`src/design/resp_request_stream_parser_top_defines.svh`:
```
// Assertion macros shared by the request stream parser RTL.
`ifndef RESP_REQUEST_STREAM_PARSER_TOP_DEFINES_SVH
`define RESP_REQUEST_STREAM_PARSER_TOP_DEFINES_SVH

`ifndef NO_ASSERTIONS

// Checked at every rising edge, switched off while reset is held.
`define RRSP_ASSERT_RST(label, clk, rst_n, prop, msg) \
    label: assert property (@(posedge clk) disable iff (!rst_n) (prop)) else $error(msg);

// Checked at every rising edge, reset included.
`define RRSP_ASSERT_ALWAYS(label, clk, prop, msg) \
    label: assert property (@(posedge clk) (prop)) else $error(msg);

`else

`define RRSP_ASSERT_RST(label, clk, rst_n, prop, msg)
`define RRSP_ASSERT_ALWAYS(label, clk, prop, msg)

`endif

`endif

```
`src/design/rrsp_pkg.sv`:
```
// Constants and types of the request stream parser.
`timescale 1ns / 1ps
`default_nettype none

package rrsp_pkg;

    localparam int MAX_ARGS    = 64;
    localparam int LENGTH_BITS = 32;
    localparam int NUM_W       = LENGTH_BITS + 1;
    localparam int ARG_W       = $clog2(MAX_ARGS + 1);

    localparam logic [NUM_W-1:0] NUM_SAT  = NUM_W'(1) << LENGTH_BITS;
    localparam logic [NUM_W-1:0] ARGS_LIM = NUM_W'(MAX_ARGS);

    localparam logic [7:0] CH_STAR   = 8'h2A;
    localparam logic [7:0] CH_DOLLAR = 8'h24;
    localparam logic [7:0] CH_CR     = 8'h0D;
    localparam logic [7:0] CH_LF     = 8'h0A;
    localparam logic [7:0] CH_MINUS  = 8'h2D;
    localparam logic [7:0] CH_SPACE  = 8'h20;
    localparam logic [7:0] CH_TAB    = 8'h09;
    localparam logic [7:0] CH_ZERO   = 8'h30;
    localparam logic [7:0] CH_NINE   = 8'h39;

    localparam logic [2:0] ERR_NONE      = 3'd0;
    localparam logic [2:0] ERR_BAD_NUM   = 3'd1;
    localparam logic [2:0] ERR_BELOW_M1  = 3'd2;
    localparam logic [2:0] ERR_NO_DOLLAR = 3'd3;
    localparam logic [2:0] ERR_NO_CRLF   = 3'd4;
    localparam logic [2:0] ERR_MANY_ARGS = 3'd5;

    typedef struct packed {
        logic [7:0] arg_byte;
        logic       byte_valid;
        logic [5:0] arg_index;
        logic       arg_done;
        logic       arg_null;
        logic       cmd_done;
        logic [6:0] arg_count;
        logic [2:0] error_code;
    } t_result;

endpackage

`default_nettype wire

```
`src/design/resp_request_stream_parser_top.sv`:
```
// Request stream parser: one request byte in, at most one argument result out.
// The block takes one request byte per clock cycle for as long as the result side keeps up.
// Each accepted byte is held in an input register and, once a queue entry is free, goes
// through the whole parser state update in a single pass; any result is registered into a
// two-entry output queue and is offered on the output from there, oldest result first.
// The queue
// lets the input keep flowing while one result waits; input stalls only when both
// queue entries are occupied. Once a malformed request has been reported, the error
// result is the last one given and further bytes are consumed silently until reset.
`timescale 1ns / 1ps
`default_nettype none
`include "resp_request_stream_parser_top_defines.svh"

module resp_request_stream_parser_top
    import rrsp_pkg::*;
(
    input  wire logic        i_clk,
    input  wire logic        i_rst_n,
    input  wire logic        s_axis_tvalid,
    output logic             s_axis_tready,
    input  wire logic [7:0]  s_axis_tdata,   // [7:0] data_byte
    output logic             m_axis_tvalid,
    input  wire logic        m_axis_tready,
    // [7:0] arg_byte, [13:8] arg_index, [20:14] arg_count, [23:21] error_code
    output logic [23:0]      m_axis_tdata,
    // [0] byte_valid, [1] arg_done, [2] arg_null
    output logic [2:0]       m_axis_tuser,
    output logic             m_axis_tlast    // cmd_done
);

    typedef enum logic [3:0] {
        PH_IDLE,
        PH_IDLE_CR,
        PH_INLINE,
        PH_INLINE_CR,
        PH_COUNT,
        PH_COUNT_CR,
        PH_DOLLAR,
        PH_LEN,
        PH_LEN_CR,
        PH_PAYLOAD,
        PH_PAY_CR,
        PH_PAY_LF
    } t_phase;

    // Input register
    logic                   r_in_valid;
    logic [7:0]             r_in_byte;

    // Parser state
    t_phase                 r_phase,      n_phase;
    logic [NUM_W-1:0]       r_num,        n_num;
    logic                   r_neg,        n_neg;
    logic                   r_dig_seen,   n_dig_seen;
    logic                   r_dig_end,    n_dig_end;
    logic [ARG_W-1:0]       r_args_left,  n_args_left;
    logic [ARG_W-1:0]       r_arg_pos,    n_arg_pos;
    logic [LENGTH_BITS-1:0] r_bytes_left, n_bytes_left;
    logic                   r_tok_open,   n_tok_open;
    logic                   r_err,        n_err;

    // Output queue
    t_result                r_q [2];
    logic                   r_wr_ptr;
    logic                   r_rd_ptr;
    logic [1:0]             r_cnt;

    logic                   adv;
    logic                   push;
    logic                   pop;

    t_result                res;
    logic                   res_valid;
    logic                   do_inline;
    logic                   do_num;
    t_phase                 num_phase;
    t_phase                 num_phase_cr;
    logic                   do_close;
    logic                   close_nul;
    logic                   fail;
    logic [2:0]             fail_code;
    logic [NUM_W+3:0]       mul10;
    logic [7:0]             b;
    logic                   is_digit;
    logic                   is_space;

    assign adv           = r_in_valid && !r_cnt[1];
    assign s_axis_tready = !r_in_valid || adv;
    assign push          = adv && res_valid;
    assign pop           = m_axis_tvalid && m_axis_tready;

    assign m_axis_tvalid = (r_cnt != 2'd0);
    assign m_axis_tdata  = {r_q[r_rd_ptr].error_code, r_q[r_rd_ptr].arg_count,
                            r_q[r_rd_ptr].arg_index, r_q[r_rd_ptr].arg_byte};
    assign m_axis_tuser  = {r_q[r_rd_ptr].arg_null, r_q[r_rd_ptr].arg_done,
                            r_q[r_rd_ptr].byte_valid};
    assign m_axis_tlast  = r_q[r_rd_ptr].cmd_done;

    assign b        = r_in_byte;
    assign is_digit = (b >= CH_ZERO) && (b <= CH_NINE);
    assign is_space = (b == CH_SPACE) || ((b >= CH_TAB) && (b <= CH_CR));
    assign mul10    = ({4'b0, r_num} << 3) + ({4'b0, r_num} << 1)
                    + (NUM_W + 4)'(b - CH_ZERO);

    always_comb begin
        n_phase      = r_phase;
        n_num        = r_num;
        n_neg        = r_neg;
        n_dig_seen   = r_dig_seen;
        n_dig_end    = r_dig_end;
        n_args_left  = r_args_left;
        n_arg_pos    = r_arg_pos;
        n_bytes_left = r_bytes_left;
        n_tok_open   = r_tok_open;
        n_err        = r_err;
        res          = '0;
        res_valid    = 1'b0;
        do_inline    = 1'b0;
        do_num       = 1'b0;
        num_phase    = PH_COUNT;
        num_phase_cr = PH_COUNT_CR;
        do_close     = 1'b0;
        close_nul    = 1'b0;
        fail         = 1'b0;
        fail_code    = ERR_NONE;

        if (!r_err) begin
            case (r_phase)
                PH_IDLE: begin
                    n_arg_pos  = '0;
                    n_tok_open = 1'b0;
                    if (b == CH_CR) begin
                        n_phase = PH_IDLE_CR;
                    end else if (b == CH_STAR) begin
                        n_num      = '0;
                        n_neg      = 1'b0;
                        n_dig_seen = 1'b0;
                        n_dig_end  = 1'b0;
                        n_phase    = PH_COUNT;
                    end else begin
                        do_inline = 1'b1;
                    end
                end
                PH_IDLE_CR: begin
                    if (b == CH_LF) begin
                        n_phase = PH_IDLE;
                    end else begin
                        do_inline = 1'b1;
                    end
                end
                PH_INLINE: begin
                    do_inline = 1'b1;
                end
                PH_INLINE_CR: begin
                    if (b == CH_LF) begin
                        res_valid     = 1'b1;
                        res.cmd_done  = 1'b1;
                        res.arg_count = 7'(r_arg_pos);
                        n_phase       = PH_IDLE;
                        n_arg_pos     = '0;
                        n_tok_open    = 1'b0;
                    end else begin
                        do_inline = 1'b1;
                    end
                end
                PH_COUNT: begin
                    do_num = 1'b1;
                end
                PH_COUNT_CR: begin
                    if (b == CH_LF) begin
                        if (r_neg && (r_num >= NUM_W'(2))) begin
                            fail      = 1'b1;
                            fail_code = ERR_BELOW_M1;
                        end else if (r_neg && (r_num == NUM_W'(1))) begin
                            // Null array closes the command at once.
                            res_valid    = 1'b1;
                            res.arg_null = 1'b1;
                            res.cmd_done = 1'b1;
                            n_phase      = PH_IDLE;
                        end else if (r_num > ARGS_LIM) begin
                            fail      = 1'b1;
                            fail_code = ERR_MANY_ARGS;
                        end else if (r_num == '0) begin
                            res_valid    = 1'b1;
                            res.cmd_done = 1'b1;
                            n_phase      = PH_IDLE;
                        end else begin
                            n_args_left = r_num[ARG_W-1:0];
                            n_arg_pos   = '0;
                            n_phase     = PH_DOLLAR;
                        end
                    end else begin
                        n_dig_end = 1'b1;
                        do_num    = 1'b1;
                    end
                end
                PH_DOLLAR: begin
                    if (b != CH_DOLLAR) begin
                        fail      = 1'b1;
                        fail_code = ERR_NO_DOLLAR;
                    end else begin
                        n_num      = '0;
                        n_neg      = 1'b0;
                        n_dig_seen = 1'b0;
                        n_dig_end  = 1'b0;
                        n_phase    = PH_LEN;
                    end
                end
                PH_LEN: begin
                    do_num       = 1'b1;
                    num_phase    = PH_LEN;
                    num_phase_cr = PH_LEN_CR;
                end
                PH_LEN_CR: begin
                    if (b == CH_LF) begin
                        if (r_neg && (r_num >= NUM_W'(2))) begin
                            fail      = 1'b1;
                            fail_code = ERR_BELOW_M1;
                        end else if (r_neg && (r_num == NUM_W'(1))) begin
                            do_close  = 1'b1;
                            close_nul = 1'b1;
                        end else if (r_num[LENGTH_BITS]) begin
                            fail      = 1'b1;
                            fail_code = ERR_BAD_NUM;
                        end else begin
                            n_bytes_left = r_num[LENGTH_BITS-1:0];
                            n_phase      = (r_num == '0) ? PH_PAY_CR : PH_PAYLOAD;
                        end
                    end else begin
                        n_dig_end    = 1'b1;
                        do_num       = 1'b1;
                        num_phase    = PH_LEN;
                        num_phase_cr = PH_LEN_CR;
                    end
                end
                PH_PAYLOAD: begin
                    n_bytes_left   = r_bytes_left - LENGTH_BITS'(1);
                    if (n_bytes_left == '0) begin
                        n_phase = PH_PAY_CR;
                    end
                    res_valid      = 1'b1;
                    res.arg_byte   = b;
                    res.byte_valid = 1'b1;
                    res.arg_index  = r_arg_pos[5:0];
                end
                PH_PAY_CR: begin
                    if (b != CH_CR) begin
                        fail      = 1'b1;
                        fail_code = ERR_NO_CRLF;
                    end else begin
                        n_phase = PH_PAY_LF;
                    end
                end
                PH_PAY_LF: begin
                    if (b != CH_LF) begin
                        fail      = 1'b1;
                        fail_code = ERR_NO_CRLF;
                    end else begin
                        do_close = 1'b1;
                    end
                end
                default: begin
                    n_phase = PH_IDLE;
                end
            endcase
        end

        // A byte of a count or length line other than its line feed.
        if (do_num) begin
            if (b == CH_CR) begin
                if (!n_dig_seen) begin
                    fail      = 1'b1;
                    fail_code = ERR_BAD_NUM;
                end else begin
                    n_phase = num_phase_cr;
                end
            end else begin
                n_phase = num_phase;
                if (!n_dig_end) begin
                    if (is_digit) begin
                        n_dig_seen = 1'b1;
                        if (|mul10[NUM_W+3:LENGTH_BITS]) begin
                            n_num = NUM_SAT;
                        end else begin
                            n_num = mul10[NUM_W-1:0];
                        end
                    end else if (n_dig_seen) begin
                        n_dig_end = 1'b1;
                    end else if ((b == CH_MINUS) && !n_neg) begin
                        n_neg = 1'b1;
                    end else begin
                        fail      = 1'b1;
                        fail_code = ERR_BAD_NUM;
                    end
                end
            end
        end

        if (do_close) begin
            n_arg_pos     = r_arg_pos + ARG_W'(1);
            n_args_left   = r_args_left - ARG_W'(1);
            res_valid     = 1'b1;
            res.arg_index = r_arg_pos[5:0];
            res.arg_done  = 1'b1;
            res.arg_null  = close_nul;
            if (n_args_left == '0) begin
                n_phase       = PH_IDLE;
                res.cmd_done  = 1'b1;
                res.arg_count = 7'(n_arg_pos);
            end else begin
                n_phase = PH_DOLLAR;
            end
        end

        // Inline form works on the position and token flag after any idle clear.
        if (do_inline) begin
            n_phase = (b == CH_CR) ? PH_INLINE_CR : PH_INLINE;
            if (is_space) begin
                if (n_tok_open) begin
                    res_valid     = 1'b1;
                    res.arg_index = n_arg_pos[5:0];
                    res.arg_done  = 1'b1;
                    n_tok_open    = 1'b0;
                    n_arg_pos     = n_arg_pos + ARG_W'(1);
                end
            end else if (!n_tok_open && (n_arg_pos >= ARG_W'(MAX_ARGS))) begin
                fail      = 1'b1;
                fail_code = ERR_MANY_ARGS;
            end else begin
                n_tok_open     = 1'b1;
                res_valid      = 1'b1;
                res.arg_byte   = b;
                res.byte_valid = 1'b1;
                res.arg_index  = n_arg_pos[5:0];
            end
        end

        if (fail) begin
            n_err          = 1'b1;
            res            = '0;
            res.error_code = fail_code;
            res_valid      = 1'b1;
        end
    end

    always_ff @(posedge i_clk) begin
        if (!i_rst_n) begin
            r_in_valid   <= 1'b0;
            r_phase      <= PH_IDLE;
            r_num        <= '0;
            r_neg        <= 1'b0;
            r_dig_seen   <= 1'b0;
            r_dig_end    <= 1'b0;
            r_args_left  <= '0;
            r_arg_pos    <= '0;
            r_bytes_left <= '0;
            r_tok_open   <= 1'b0;
            r_err        <= 1'b0;
            r_wr_ptr     <= 1'b0;
            r_rd_ptr     <= 1'b0;
            r_cnt        <= 2'd0;
        end else begin
            if (s_axis_tvalid && s_axis_tready) begin
                r_in_valid <= 1'b1;
            end else if (adv) begin
                r_in_valid <= 1'b0;
            end
            if (adv) begin
                r_phase      <= n_phase;
                r_num        <= n_num;
                r_neg        <= n_neg;
                r_dig_seen   <= n_dig_seen;
                r_dig_end    <= n_dig_end;
                r_args_left  <= n_args_left;
                r_arg_pos    <= n_arg_pos;
                r_bytes_left <= n_bytes_left;
                r_tok_open   <= n_tok_open;
                r_err        <= n_err;
            end
            if (push) begin
                r_wr_ptr <= !r_wr_ptr;
            end
            if (pop) begin
                r_rd_ptr <= !r_rd_ptr;
            end
            r_cnt <= r_cnt + {1'b0, push} - {1'b0, pop};
        end
    end

    always_ff @(posedge i_clk) begin
        if (s_axis_tvalid && s_axis_tready) begin
            r_in_byte <= s_axis_tdata;
        end
        if (push) begin
            r_q[r_wr_ptr] <= res;
        end
    end

    // An error, once reported, holds until reset.
    `RRSP_ASSERT_RST(a_err_sticky, i_clk, i_rst_n, r_err |=> r_err, "error flag cleared")
    // After the error result, no further request produces a result.
    `RRSP_ASSERT_RST(a_no_push_after_err, i_clk, i_rst_n, !(r_err && push), "result after error")
    // The output queue never takes a result while both entries are occupied.
    `RRSP_ASSERT_RST(a_queue_room, i_clk, i_rst_n, !(push && r_cnt == 2'd2), "queue overflow")
    // Array form only waits for a '$' while arguments remain.
    `RRSP_ASSERT_RST(a_args_left, i_clk, i_rst_n,
        !(r_phase == PH_DOLLAR && r_args_left == '0), "no argument left in array")
    `RRSP_ASSERT_ALWAYS(a_pos_bound, i_clk, !i_rst_n || (r_arg_pos <= ARG_W'(MAX_ARGS)),
        "argument position out of range")

endmodule

`default_nettype wire
```
`config.mk`:
```
export PLATFORM = sky130hd
export DESIGN_NAME = resp_request_stream_parser_top
export DESIGN_NICKNAME = d
export VERILOG_FILES = /design/src/design/rrsp_pkg.sv /design/src/design/resp_request_stream_parser_top.sv
export VERILOG_INCLUDE_DIRS = /design/src /design/src/design
export SDC_FILE = /design/constraint.sdc
export NUM_CORES = 1
export LEC_CHECK = 0
export BUFFER_PORTS_ARGS = -buffer_cell sky130_fd_sc_hd__buf_4
export CELL_PAD_IN_SITES_DETAIL_PLACEMENT = 1
export CELL_PAD_IN_SITES_GLOBAL_PLACEMENT = 1
export CORE_UTILIZATION = 45
export CTS_CLUSTER_SIZE = 25
export DETAILED_ROUTE_END_ITERATION = 8
export HOLD_SLACK_MARGIN = 0.15
export PLACE_DENSITY = 0.75
export SLEW_MARGIN = 20
export SYNTH_ARGS = -nofsm -noshare
export SYNTH_HDL_FRONTEND = slang
export SYNTH_SLANG_ARGS = --single-unit
```
`constraint.sdc`:
```
create_clock -name i_clk -period 20.7 [get_ports i_clk]
set_clock_uncertainty 0.1 [all_clocks]
set_input_delay 0 -clock i_clk [delete_from_list [all_inputs] [get_ports i_clk]]
set_output_delay 0 -clock i_clk [all_outputs]
set_load 0.01 [all_outputs]
```
==> results.toml <==
[worst_setup_path]
start_kind = "flop"
worstSetupEndpointType = "flop"
worstReg2RegEnd = "r_num[15]$_SDFFE_PN0P_"
rrSetupSlack_ns = 15.16
worst-setup-path-type = "flop to flop"
r2r_cells = 14
r2r_start = "b[5]$_DFFE_PP_"
crit_required_ns = 20.97
arrival_ns = 5.81
crit_path_max_fanout = 28

[clock_network]
cts.repair.resized = 0
cts_buffers = 17
clk_pin_slew_ns = 0.08
cts-root-buf = "clkbuf_16"
insertion_delay_ns = 0.44
cts_tree = "built"
clock_path_buffers = 2
cts_setup_buffers = 0
cts.sinks = 158
hold_buffers = 11
cts_max_level = 4

[drt]
drtIter0Drc = 742
ant_nets = 0
drc_errors = 0
first_pass_iters = 5
routedWlPerCell_um = 21.8
drt_wl_total_mm = 38.6
viasPerCell = 6.35
vias = 11256

[logic_synthesis]
synth.distinct_cells = 88
netlist_area_sq_um = 11900
async_flop_share = 0
ys_warn_count = 0
ys_seq_area_frac = 0.320
synth_seq_cells = 158
syn_inst = 1423
synth.avg_cell_area_sq_um = 8.35
synth_nets = 1516
synth_edf_count = 64
synth_flop_cell = "dfxtp_1"

[power_and_ir_drop]
sequentialPowerShare = 0.425
power.leakage_nw = 4.89
comb_power_share = 0.203
p_total_mw = 0.836
ir_worst_vdd_v = 0.0000435
swShare = 0.311
pwr-share-clk = 0.372
switchingPower_mw = 0.260
p_int_mw = 0.576
cellPowerDensity_nw_per_um2 = 64.0

[grt]
use_met1 = 0.385
grt_usage = 0.293
first_global_vias = 11211
grt_pass1_wl_mm = 61.7
overflow = 0
grtUsageMet2 = 0.490
grt_max_degree = 55
busiest_layer = "met2"
grt_antenna_before_repair = 0
gr-usage-met3 = 0.0379

[floorplan]
core_area_sq_um = 26000
rows = 59
die_x_um = 164
ios = 42
dieArea_sq_um = 27100
fp.dieH_um = 164
initial_utilization = 0.457

[layout]
n_antenna_cell = 0
layout_commonest_cell = "nand2_1"
final_area_sq_um = 13100
areaGrowthSynthToFinish_pct = 10.0
drive_above_1_share = 0.105
final_cell_mix = "139 x nand2_1, 136 x nor2_1, 128 x a21oi_1"
nNetsFinal = 1517
n_fill_cell = 3117

[place]
placedInstanceArea_sq_um = 12400
dp_hpwl_mm = 27.8
gp_congestion = 0.952
io_buffer_count = 41

[timing]
setup_viol = 0
slew_violations = 0
slew-limit-headroom = 0.304
fmax_mhz = 180
tightest_slew_ns = 1.04
hold_viol_final = 0
fin_setup_tns_ns = 0
period_share = 0.268
grt_setup_unrepaired = "no"
layout_min_cycle_time_ns = 5.54
hold-worst-slack_ns = 0.170

[worst_hold_path]
hp-class = "primary input to flop"
holdPathStages = 2
whs_endpoint = "b[2]$_DFFE_PP_"
min_from = "s_axis_tdata[2]"

[run_status]
status = "complete, no violations"

[job]
cap_viol_max_count = 0
==> routing by layer <==
layer	part of all wire	vias to the layer above	routed length [um]
met2	0.48	312	18500
li1	-	5280	-
met1	0.45	5592	17300
met3	0.044	72	1680
met4	0.032	0	1230
met5	0	-	0
==> cell type report <==
class,instances,area (sq um),share of cell area
Tap cell,335,419,0.0321
Inverter,48,180,0.0138
Timing Repair Buffer,68,538,0.0412
Clock buffer,18,429,0.0328
Clock inverter,14,131,0.0100
Sequential cell,158,3800,0.291
Multi-Input combinational cell,1131,7570,0.579
==> per-stage QoR <==
stage	setup slack (ns)	utilization	std cells
after floorplan	13.71	-	1423
after global placement	15.38	0.477	1729
after detailed placement	15.21	0.477	1729
after CTS	15.18	0.502	1772
after global routing	14.78	0.503	1772
final	15.16	0.503	1772
==> cell usage after synthesis (26+ instances only) <==
master / count / share of area
a211oi_1: 26 / 0.016
a21oi_1: 128 / 0.054
and2_1: 26 / 0.014
clkbuf_1: 69 / 0.022
dfxtp_1: 94 / 0.16
edfxtp_1: 64 / 0.16
fa_1: 32 / 0.054
ha_1: 49 / 0.052
inv_1: 47 / 0.015
mux2_2: 29 / 0.027
nand2_1: 139 / 0.044
nand3_1: 39 / 0.016
nor2_1: 137 / 0.043
nor3_1: 38 / 0.016
nor4_1: 28 / 0.015
o21ai_0: 108 / 0.045
xnor2_1: 30 / 0.022
==> power by group through the flow <==
stage                     Combinational (mW)  Sequential (mW)  Clock [mW]
after floorplan                        0.112            0.357           0
after global placement                 0.162            0.361           0
after detailed placement               0.167            0.362           0
after CTS                              0.170            0.356       0.314
after global routing                   0.187            0.358       0.326
final                                  0.170            0.356       0.311
==> cell families after synthesis <==
kind of cell / share of synthesized area
compound gates: 0.231
xor+xnor: 0.0339
fa+ha+maj: 0.106
buf+inv: 0.0456
flops: 0.320
mux: 0.0309
simple gates: 0.233
==> worst max-delay path, stage by stage (launching register included) <==
cell,delay [ns]
edfxtp_1,0.47
ha_1,0.29
nor3_2,0.19
buf_4,0.44
fa_1,0.51
ha_1,0.46
and4_1,0.26
nand3_1,0.18
a211oi_2,0.30
o211ai_1,0.15
a31oi_1,0.34
o21ai_0,0.24
a2111o_1,0.75
or4_1,0.61
a21oi_1,0.15
==> how the worst max path moves through the flow <==
| stage | from | to | slack, ns | cells past startpoint |
|---|---|---|---|---|
| after floorplan | b[5]$_DFFE_PP_ | r_num[6]$_SDFFE_PN0P_ | 13.71 | 15 |
| after global routing | b[5]$_DFFE_PP_ | r_num[21]$_SDFFE_PN0P_ | 14.78 | 14 |
| after detailed placement | b[5]$_DFFE_PP_ | r_num[20]$_SDFFE_PN0P_ | 15.21 | 14 |
| after global placement | b[5]$_DFFE_PP_ | r_num[23]$_SDFFE_PN0P_ | 15.38 | 14 |
| after CTS | b[5]$_DFFE_PP_ | r_num[20]$_SDFFE_PN0P_ | 15.18 | 14 |
| final | b[5]$_DFFE_PP_ | r_num[15]$_SDFFE_PN0P_ | 15.16 | 14 |
==> flip-flops by register name, summed over array words and instances (netlist names), named ones only <==
signal	count
r_tok_open	1
r_cnt	2
r_q	56
r_neg	1
r_num	33
r_rd_ptr	1
r_dig_seen	1
r_err	1
r_wr_ptr	1
r_in_valid	1
r_dig_end	1
r_args_left	7
r_phase	4
b	8
r_bytes_left	32
r_arg_pos	7
(Power assumes the default switching activity.)
